--- src/hw/rtl/rmdr_pkg.sv ---
`timescale 1ns / 1ps
// ----------------------------------------------------------------------------
// rmdr_pkg: shared types for the rescale block
// Mode codes, the queue word between front and back, and the pipe widths.
// ----------------------------------------------------------------------------
package rmdr_pkg;

    localparam int unsigned PROD_W = 128;
    localparam int unsigned DIV_W  = 64;

    typedef enum logic [2:0] {
        MODE_ZERO = 3'd0,
        MODE_AWAY = 3'd1,
        MODE_DOWN = 3'd2,
        MODE_UP   = 3'd3,
        MODE_BAD4 = 3'd4,
        MODE_NEAR = 3'd5,
        MODE_BAD6 = 3'd6,
        MODE_BAD7 = 3'd7
    } round_mode_t;

    // classified job handed from the front part to the back part
    typedef struct packed {
        logic [63:0] mag;
        logic [63:0] mult;
        logic [63:0] div;
        logic [63:0] offs;
        logic        neg;
        logic        bad;
    } job_t;

    // word moving down the divider pipe
    typedef struct packed {
        logic [127:0] num;
        logic [63:0]  rem;
        logic [63:0]  div;
        logic         neg;
        logic         bad;
    } stage_t;

endpackage

--- src/hw/rtl/rmdr_queue.sv ---
`timescale 1ns / 1ps
// ----------------------------------------------------------------------------
// rmdr_queue: two-entry job queue
// Decouples the front part from the back pipe.
// ----------------------------------------------------------------------------
module rmdr_queue (
    input  logic            aclk,
    input  logic            aresetn,
    input  logic            in_valid,
    output logic            in_ready,
    input  rmdr_pkg::job_t  in_job,
    output logic            out_valid,
    input  logic            out_ready,
    output rmdr_pkg::job_t  out_job
);
    import rmdr_pkg::*;

    job_t       mem_reg [2];
    logic       wptr_reg, rptr_reg;
    logic [1:0] cnt_reg;
    logic       push, pop;

    assign in_ready  = (cnt_reg != 2'd2);
    assign out_valid = (cnt_reg != 2'd0);
    assign out_job   = mem_reg[rptr_reg];
    assign push      = in_valid && in_ready;
    assign pop       = out_valid && out_ready;

    always_ff @(posedge aclk) begin
        if (push) begin
            mem_reg[wptr_reg] <= in_job;
        end
    end

    always_ff @(posedge aclk) begin
        if (!aresetn) begin
            wptr_reg <= 1'b0;
            rptr_reg <= 1'b0;
            cnt_reg  <= 2'd0;
        end else begin
            if (push) wptr_reg <= ~wptr_reg;
            if (pop)  rptr_reg <= ~rptr_reg;
            cnt_reg <= cnt_reg + {1'b0, push} - {1'b0, pop};
        end
    end

    a_no_overflow: assert property (@(posedge aclk) disable iff (!aresetn)
        cnt_reg != 2'd3) else $error("queue count out of range");
    a_full_blocks: assert property (@(posedge aclk) disable iff (!aresetn)
        cnt_reg == 2'd2 |-> !in_ready) else $error("full queue took a push");
    a_empty_count: assert property (@(posedge aclk) disable iff (!aresetn)
        (cnt_reg == 2'd0 && !push) |=> cnt_reg == 2'd0) else $error("count rose");

endmodule

--- config.mk ---
export PLATFORM = sky130hd
export DESIGN_NAME = rmdr_queue
export DESIGN_NICKNAME = d
export VERILOG_FILES = /design/src/hw/rtl/rmdr_pkg.sv /design/src/hw/rtl/rmdr_queue.sv
export SDC_FILE = /design/constraint.sdc
export NUM_CORES = 1
export LEC_CHECK = 0
export BUFFER_PORTS_ARGS = -buffer_cell sky130_fd_sc_hd__buf_2
export CAP_MARGIN = 20
export CORE_ASPECT_RATIO = 0.9
export CORE_UTILIZATION = 39
export DETAILED_ROUTE_END_ITERATION = 10
export GPL_TIMING_DRIVEN = 0
export SYNTH_ARGS = -nofsm -noshare
export SYNTH_HDL_FRONTEND = slang
export SYNTH_SLANG_ARGS = --single-unit
--- constraint.sdc ---
create_clock -name aclk -period 27 [get_ports aclk]
set_input_delay 0 -clock aclk [delete_from_list [all_inputs] [get_ports aclk]]
set_output_delay 0 -clock aclk [all_outputs]
set_load 0.02 [all_outputs]
==> metrics.cfg <==
[global_routing]
grtUsageTotal_pct=17.3
grt_pass1_vias=11800
grt_antenna_before_repair=4
grt_pass1_wl_um=67200
gr-total-overflow=0
grt_max_degree=60

[drt]
route.antenna.remaining_nets=0
viasPerCell=4.52
drt-pass1-iter-count=4
wire_per_inst_um=19.0
drt-total-wl_um=45400
drtIter0Drc=454
drcViolationCount=0
vias=10800

[worst_setup_path]
critPathMaxStageDelay_ns=0.65
crit_arrival_ns=2.91
r2r-start=cnt_reg[0]
critical-path-top-delay-family=buffers and inverters
r2r_cells=7
endpoint_kind=register
worstPathRequired_ns=27.25
cpMaxStageDelayCell=nor2_4
worstSetupPathType=reg -> reg
start_kind=register
cp_common_cell=buf_12
reg2reg_slack_ns=24.34
reg2reg_to=mem_reg[0][39]
crit_path_max_fanout=30
path_buf_inv=4
path_cells=nand2b_1 > nand2_1 > nor2_4 > buf_12 > buf_12 > buf_12 > buf_12

[sta]
maxSlewHeadroom_pct=45.5
fin_tns_setup_ns=0
fin_crit_ns=2.66
rsz0062_at_grt=false
setup-violations-final=0
tightestPinTransition_ns=0.816
max_freq_mhz=376
skew_ns=0.0219
whs_ns=0.133
maxSlewViolCount=0
finalWorstSetupSlack_ns=24.34
hold_viol=0
finalCritPeriodShare_pct=9.84

[power]
powerDensity_mw_per_mm2=91.2
switching_share_pct=29.1
cellLeakagePower_nw=10.9
comb_power_share_pct=29.8
p_seq_share_pct=40.8
p_sw_mw=0.740
intPower_mw=1.80
clockPowerShare_pct=29.4
peakVddDrop_mv=0.0697

[clock_network]
cts_buffers=53
ctsResizeCount=0
htreeDepth=2
clk_latency_ns=0.59
cts_setup_buffers=0
path_clk_slew_ns=0.07
cts_tree=done
cts_root_buf=clkbuf_16
cts_buffer_depth=3
clock_sinks=521

[die]
die_area_mm2=0.0514
fp.dieH_um=215
io_pins=522
core_area_mm2=0.0495
die_x_um=239
start_util_pct=39.8
rows=77

[logic_synthesis]
yosys.cell_count.top_type=edfxtp_1
yosysTopAreaCell=edfxtp_1
netlist.area_leader.share_pct=78.6
synth_ff_type=edfxtp_1
netlist_area_mm2=0.0197
synthCells=827
ys_types=19
syn_nets=1091
synth-seq-area-share_pct=79.1
synthTopCellsByCount=edfxtp_1 (516), mux2_4 (201), mux2_2 (57)
ys_top_cells_by_area=edfxtp_1 (79%), mux2_4 (15%), mux2_2 (3.3%), buf_6 (1.4%), dfxtp_1 (0.51%)
yosys_warnings=0
synth_enable_flop_cells=516
synth_area_per_cell_um2=23.8
ys_ff_latch=521
ys_async_sr_fraction_pct=0

[hold_path]
hold_path_depth=2
hold_path_end=mem_reg[1][29]
min_from=in_job[29]
hold_class=in -> reg

[finish]
largest_reg_flops=516
area_delta_synth_final_pct=41.5
fillerInstances=3933
final_area_mm2=0.0279
drive_gt1_share_pct=52.6
nNetsFinal=1942

[placement]
hpwl_um=30900
io_buffers=521
gp_congestion=0.751
placed_cell_area_mm2=0.0235
post-place-ws_ns=24.31

[status]
status=completed

[flow_run]
cap_violations=0

[worst max path at each step]
stage | startpoint | end | depth (start not counted)
floorplan | cnt_reg[0] | mem_reg[0][0] | 3
global route | cnt_reg[0] | mem_reg[0][117] | 7
detailed placement | cnt_reg[0] | mem_reg[0][39] | 7
global placement | cnt_reg[0] | mem_reg[0][41] | 3
CTS | cnt_reg[0] | mem_reg[0][39] | 7
finish | cnt_reg[0] | mem_reg[0][39] | 7
[final cells by class]
| cell class | count | area (um^2) | share of cell area, % |
|---|---|---|---|
| Buffer | 29 | 315 | 1.13 |
| Multi-Input combinational cell | 276 | 3800 | 13.6 |
| Sequential cell | 521 | 15600 | 55.9 |
| Antenna cell | 1 | 2.50 | 0.00897 |
| Tap cell | 671 | 840 | 3.01 |
| Inverter | 1 | 3.75 | 0.0135 |
| Clock buffer | 65 | 1420 | 5.11 |
| Clock inverter | 33 | 372 | 1.33 |
| Timing Repair Buffer | 796 | 5530 | 19.8 |
[cell usage in the layout, fill, tap and decap left out, types with 3 or more instances in the layout]
cell type and instances:
buf_12 10, buf_16 4, buf_2 524, buf_6 24
bufinv_16 8, clkbuf_1 9, clkbuf_16 55, clkinv_1 9
clkinv_2 10, clkinvlp_4 4, dfxtp_1 5, dlygate4sd3_1 261
edfxtp_1 516, mux2_2 57, mux2_4 201, xnor2_1 3
[kinds of logic after synthesis]
family | Yosys count | share of synthesized area [%]
fa+ha+maj | 2 | 0.127
compound gates | 1 | 0.0381
simple gates | 11 | 0.311
flops | 521 | 79.1
mux | 259 | 18.6
buf+inv | 30 | 1.62
xor+xnor | 3 | 0.133
[power groups by stage]
stage / registers [mW] / logic [mW] / clock network, mW
after detailed placement: 1.05 / 0.736 / 0
after floorplan: 1.09 / 0.491 / 0
after global placement: 1.13 / 0.711 / 0
after global routing: 1.05 / 0.800 / 0.800
after CTS: 1.04 / 0.769 / 0.770
final: 1.04 / 0.758 / 0.747
[routing by layer]
metal	GRT usage [%]	vias to the layer above	share of wire [%]
met5	0	-	0.075
met4	5.32	6	2.1
met3	6.09	74	8.8
met2	30.4	362	51
met1	19.7	5356	38
li1	-	5029	-
[worst register-to-register path, cell delays in order, from the launching register on]
cell	delay [ns]
dfxtp_1	0.36
nand2b_1	0.17
nand2_1	0.14
nor2_4	0.65
buf_12	0.28
buf_12	0.24
buf_12	0.24
buf_12	0.24
[repair_timing]
action,4_1_cts,5_1_grt
hold buffers,261,0
endpoints found under the setup margin,0,0
endpoints found under the hold margin,521,0
[metrics by stage]
stage	util [%]	power, mW	cells
after floorplan	-	1.59	827
after global placement	46.8	1.84	2019
after detailed placement	47.4	1.79	2033
after CTS	56.3	2.58	2392
after global routing	56.3	2.65	2393
final	56.3	2.54	2393
(Power assumes the default switching activity.)
