### src/hw/rtl/rmdr_pkg.sv
`timescale 1ns / 1ps
// ----------------------------------------------------------------------------
// rmdr_pkg: shared types for the rescale block
// Mode codes, the queue word between front and back, and the pipe widths.
// ----------------------------------------------------------------------------
package rmdr_pkg;

    localparam int unsigned PROD_W = 128;
    localparam int unsigned DIV_W  = 64;

    typedef enum logic [2:0] {
        MODE_ZERO = 3'd0,
        MODE_AWAY = 3'd1,
        MODE_DOWN = 3'd2,
        MODE_UP   = 3'd3,
        MODE_BAD4 = 3'd4,
        MODE_NEAR = 3'd5,
        MODE_BAD6 = 3'd6,
        MODE_BAD7 = 3'd7
    } round_mode_t;

    // classified job handed from the front part to the back part
    typedef struct packed {
        logic [63:0] mag;
        logic [63:0] mult;
        logic [63:0] div;
        logic [63:0] offs;
        logic        neg;
        logic        bad;
    } job_t;

    // word moving down the divider pipe
    typedef struct packed {
        logic [127:0] num;
        logic [63:0]  rem;
        logic [63:0]  div;
        logic         neg;
        logic         bad;
    } stage_t;

endpackage

### src/hw/rtl/rmdr_front.sv
`timescale 1ns / 1ps
// ----------------------------------------------------------------------------
// rmdr_front: operand check and classification
// Validates operands, takes the magnitude, picks the rounding offset.
// ----------------------------------------------------------------------------
module rmdr_front (
    input  logic [63:0]     multiplicand,
    input  logic [63:0]     multiplier,
    input  logic [63:0]     divisor,
    input  logic [2:0]      round_mode,
    output rmdr_pkg::job_t  job
);
    import rmdr_pkg::*;

    round_mode_t mode;
    round_mode_t mode_eff;
    logic        neg;

    always_comb begin
        mode     = round_mode_t'(round_mode);
        neg      = multiplicand[63];
        mode_eff = mode;
        if (neg && (mode == MODE_DOWN)) begin
            mode_eff = MODE_UP;
        end else if (neg && (mode == MODE_UP)) begin
            mode_eff = MODE_DOWN;
        end
        job.neg  = neg;
        job.mult = multiplier;
        job.div  = divisor;
        job.bad  = (divisor == 64'd0) || divisor[63] || multiplier[63]
                || (mode == MODE_BAD4) || (mode == MODE_BAD6) || (mode == MODE_BAD7);
        if (!neg) begin
            job.mag = multiplicand;
        end else if (multiplicand == {1'b1, 63'd0}) begin
            job.mag = {1'b0, {63{1'b1}}};
        end else begin
            job.mag = 64'd0 - multiplicand;
        end
        case (mode_eff)
            MODE_NEAR: job.offs = {1'b0, divisor[63:1]};
            MODE_AWAY,
            MODE_UP:   job.offs = divisor - 64'd1;
            default:   job.offs = 64'd0;
        endcase
    end

endmodule

### config.mk
export PLATFORM = sky130hd
export DESIGN_NAME = rmdr_front
export DESIGN_NICKNAME = d
export VERILOG_FILES = /design/src/hw/rtl/rmdr_pkg.sv /design/src/hw/rtl/rmdr_front.sv
export SDC_FILE = /design/constraint.sdc
export NUM_CORES = 1
export LEC_CHECK = 0
export BUFFER_PORTS_ARGS = -buffer_cell sky130_fd_sc_hd__buf_2
export CELL_PAD_IN_SITES_DETAIL_PLACEMENT = 1
export CELL_PAD_IN_SITES_GLOBAL_PLACEMENT = 2
export CORE_ASPECT_RATIO = 0.75
export CORE_MARGIN = 1.5
export CORE_UTILIZATION = 17
export DETAILED_ROUTE_END_ITERATION = 10
export PLACE_DENSITY = 0.84
export SYNTH_ARGS = -nofsm -noshare
export SYNTH_HDL_FRONTEND = slang
export SYNTH_SLANG_ARGS = --single-unit
### constraint.sdc
create_clock -name vclk -period 3.1
set_input_delay 0.155 -clock vclk [all_inputs]
set_output_delay 0.155 -clock vclk [all_outputs]
set_load 0.005 [all_outputs]
==> impl_metrics.py <==
metrics = {
    "timing": {
        "final-max-slew-violation-count": 0,
        "min_period_ns": 2.84,
        "tightest_slew_ns": 0.663,
        "tns_ns": 0,
        "fin_crit_sh_pct": 91.6,
        "slew_headroom_pct": 55.8,
        "finalHoldViolCount": 0,
        "rsz0062_at_grt": "false",
        "timing.fmax_ghz": 0.352,
        "finalSetupViolations": 0,
    },
    "synth": {
        "yosysSeqAreaShare_pct": 0,
        "synth_fp_nets": 955,
        "synth_cells": 757,
        "yosys-top-cells-area": "buf_4 20%, xor2_1 16%, nand2_1 11%",
        "syn_avg_cell_area_um2": 6.33,
        "synth.cell_area_um2": 4790,
        "synth_top_area_share_pct": 20.2,
        "synth_cell_types": 49,
        "yosys_warnings": 0,
        "synth_area_leader_cell": "buf_4",
    },
    "setup_path": {
        "start_kind": "primary input",
        "slowest_stage": "or4_1",
        "crit_type": "primary input to output pin",
        "worstPathRequired_ns": 2.94,
        "end_kind": "output pin",
        "crit_path_cell_trace": "buf_2 > or4_1 > nor4_2 > nand4_1 > or2_2 > buf_4 > o21ai_1 > buf_2",
        "cpMostUsedCell": "buf_2",
        "critical_path_arrival_ns": 2.68,
        "max_stage_delay_ns": 0.65,
        "path_max_fanout": 30,
    },
    "drt": {
        "first_iter_violations": 220,
        "vias_per_cell": 4.66,
        "antenna_left": 0,
        "via_count": 6048,
        "wl_um": 22600,
        "route.detailed.drc": 0,
        "avgRoutedWirePerCell_um": 17.4,
        "drt_first_pass_iters": 5,
    },
    "die": {
        "initial_core_util_pct": 17.5,
        "dieArea_um2": 29200,
        "die_h_um": 148,
        "die_w_um": 197,
        "core_um2": 27300,
        "io_pins": 453,
        "row_count": 52,
    },
    "outcome": {
        "outcome": "finished, final reports clean",
    },
    "clock_network": {
        "post-cts-setup-buffers": 0,
        "hold_buffers": 0,
        "ctsResizeCount": 0,
    },
    "layout": {
        "nClkBuffers": 0,
        "area_delta_synth_final_pct": 24.3,
        "regArea_um2": 0,
        "drive_gt1_share_pct": 39.9,
        "stdcell_count": 1297,
        "nNetsFinal": 1145,
        "design.seq.count": 0,
    },
    "grt": {
        "grt_start_max_net_pins": 71,
        "grt_pass1_wl_um": 33400,
        "grt_use_total_pct": 14.2,
        "antenna_found_initial": 1,
        "grt_pass1_vias": 5809,
        "gr-total-overflow": 0,
    },
    "hold_path": {
        "hold_end": "job[180]",
        "hold_class": "primary input to output pin",
        "min_from": "multiplier[50]",
        "hold_depth": 0,
    },
    "power_and_ir_drop": {
        "p_switching_mw": 0.409,
        "peakVddDrop_uv": 43.3,
        "switching_share_pct": 56.9,
        "clock_power_share_pct": 0,
        "p_leak_nw": 2.71,
        "pwr-share-seq_pct": 0,
        "pwr_density_cell_nw_per_um2": 121,
        "pwr-share-comb_pct": 100.0,
        "p_int_mw": 0.310,
    },
    "placement": {
        "post-place-cells": 1296,
        "io_buffers": 327,
        "gp_congestion": 0.849,
        "hpwlAfterDp_um": 18900,
    },
    "run": {
        "drv_cap": 0,
    },
}
## through the flow
| stage | hold WS (ns) | power, mW | util (%) | cell area (um^2) | worst slack, ns |
|---|---|---|---|---|---|
| 6_report | 0.310 | 0.719 | 21.8 | 5950 | 0.261 |
| 2_1_floorplan | 0.365 | 0.414 | - | 4790 | 0.575 |
| 3_5_place_dp | 0.310 | 0.725 | 21.8 | 5950 | 0.242 |
| 3_3_place_gp | 0.310 | 0.721 | 21.8 | 5950 | 0.242 |
| 5_1_grt | 0.310 | 0.795 | 21.8 | 5950 | 0.00245 |
| 4_1_cts | 0.310 | 0.729 | 21.8 | 5950 | 0.229 |
## worst max-delay path: cells and delay by family
kind	cells	cell delay, ns
and+or+nand+nor	4	1.87
buffers and inverters	3	0.52
AOI/OAI and AO/OA	1	0.13
## Yosys cell counts, types with 3 or more instances
cell and number:
nand2b_1 6, o21ai_0 22, a21oi_1 6, and3_1 5, nand4_1 8, or2_1 3, nor4_1 18, or4_1 25
xor2_1 87, ha_1 3, buf_4 129, o41ai_1 12, nand2_1 146, o31ai_1 19, inv_1 6, nor4b_1 3
buf_2 6, o21ai_1 58, clkbuf_1 29, or2_2 5, nor4_2 4, nor3b_1 3, nand3_1 21, nor3_1 16
mux2i_1 5, nor2_1 35, nand3b_1 4, or3_1 12, a22o_1 3, xnor2_1 23, nor2b_1 5, nor4b_4 4
nand4b_1 6
## kinds of logic (layout without fill, tap and decap cells)
group | count (synthesis) | in the layout | synth area share [%]
mux | 5 | 5 | 1.04
simple gates | 341 | 341 | 38.5
fa+ha+maj | 3 | 3 | 0.784
xor+xnor | 110 | 110 | 20.1
other cells | 0 | 1 | 0
compound gates | 127 | 127 | 15.8
buf+inv | 171 | 359 | 23.8
## routing by layer
layer / global-route usage, % / vias to the layer above / share of wire (%)
met5: 0 / - / 0
met4: 2.10 / 0 / 1.1
met3: 2.90 / 12 / 7.8
met2: 23.9 / 298 / 46
met1: 19.0 / 2841 / 45
li1: - / 2897 / -
## cells in the final DEF (no fill, tap or decap), drive strengths merged, types with 19 or more instances in the layout
| cell type | synthesis | layout |
|---|---|---|
| or4 | 27 | 27 |
| nor4 | 23 | 23 |
| buf | 136 | 353 |
| nand3 | 21 | 21 |
| nor2 | 35 | 35 |
| nand2 | 147 | 147 |
| xor2 | 87 | 87 |
| o21ai | 80 | 80 |
| xnor2 | 23 | 23 |
| o31ai | 19 | 19 |
## area by class of cell
cell class,instances,area [um^2]
multi-input combinational,586,3660
inverter,6,22.5
timing repair buffer,353,1830
antenna,1,2.50
tap,351,439
fill,3527,21400
## worst max path at each step
stage                     startpoint       end  slack, ns  cells past startpoint
global route              divisor[0]   job[64]      0.002                     12
global placement          divisor[0]   job[64]       0.24                     12
floorplan                 divisor[0]   job[56]       0.58                      9
CTS                       divisor[0]   job[64]       0.23                     12
detailed placement       divisor[16]   job[65]       0.24                      8
finish              multiplicand[10]  job[208]       0.26                      8
## power groups by stage
stage | Clock [mW] | Combinational, mW | Sequential, mW
CTS | 0 | 0.729 | 0
global placement | 0 | 0.721 | 0
floorplan | 0 | 0.414 | 0
detailed placement | 0 | 0.725 | 0
finish | 0.0000000436 | 0.719 | 0
global route | 0.0000000435 | 0.795 | 0
Power figures use the tool's default switching activity.
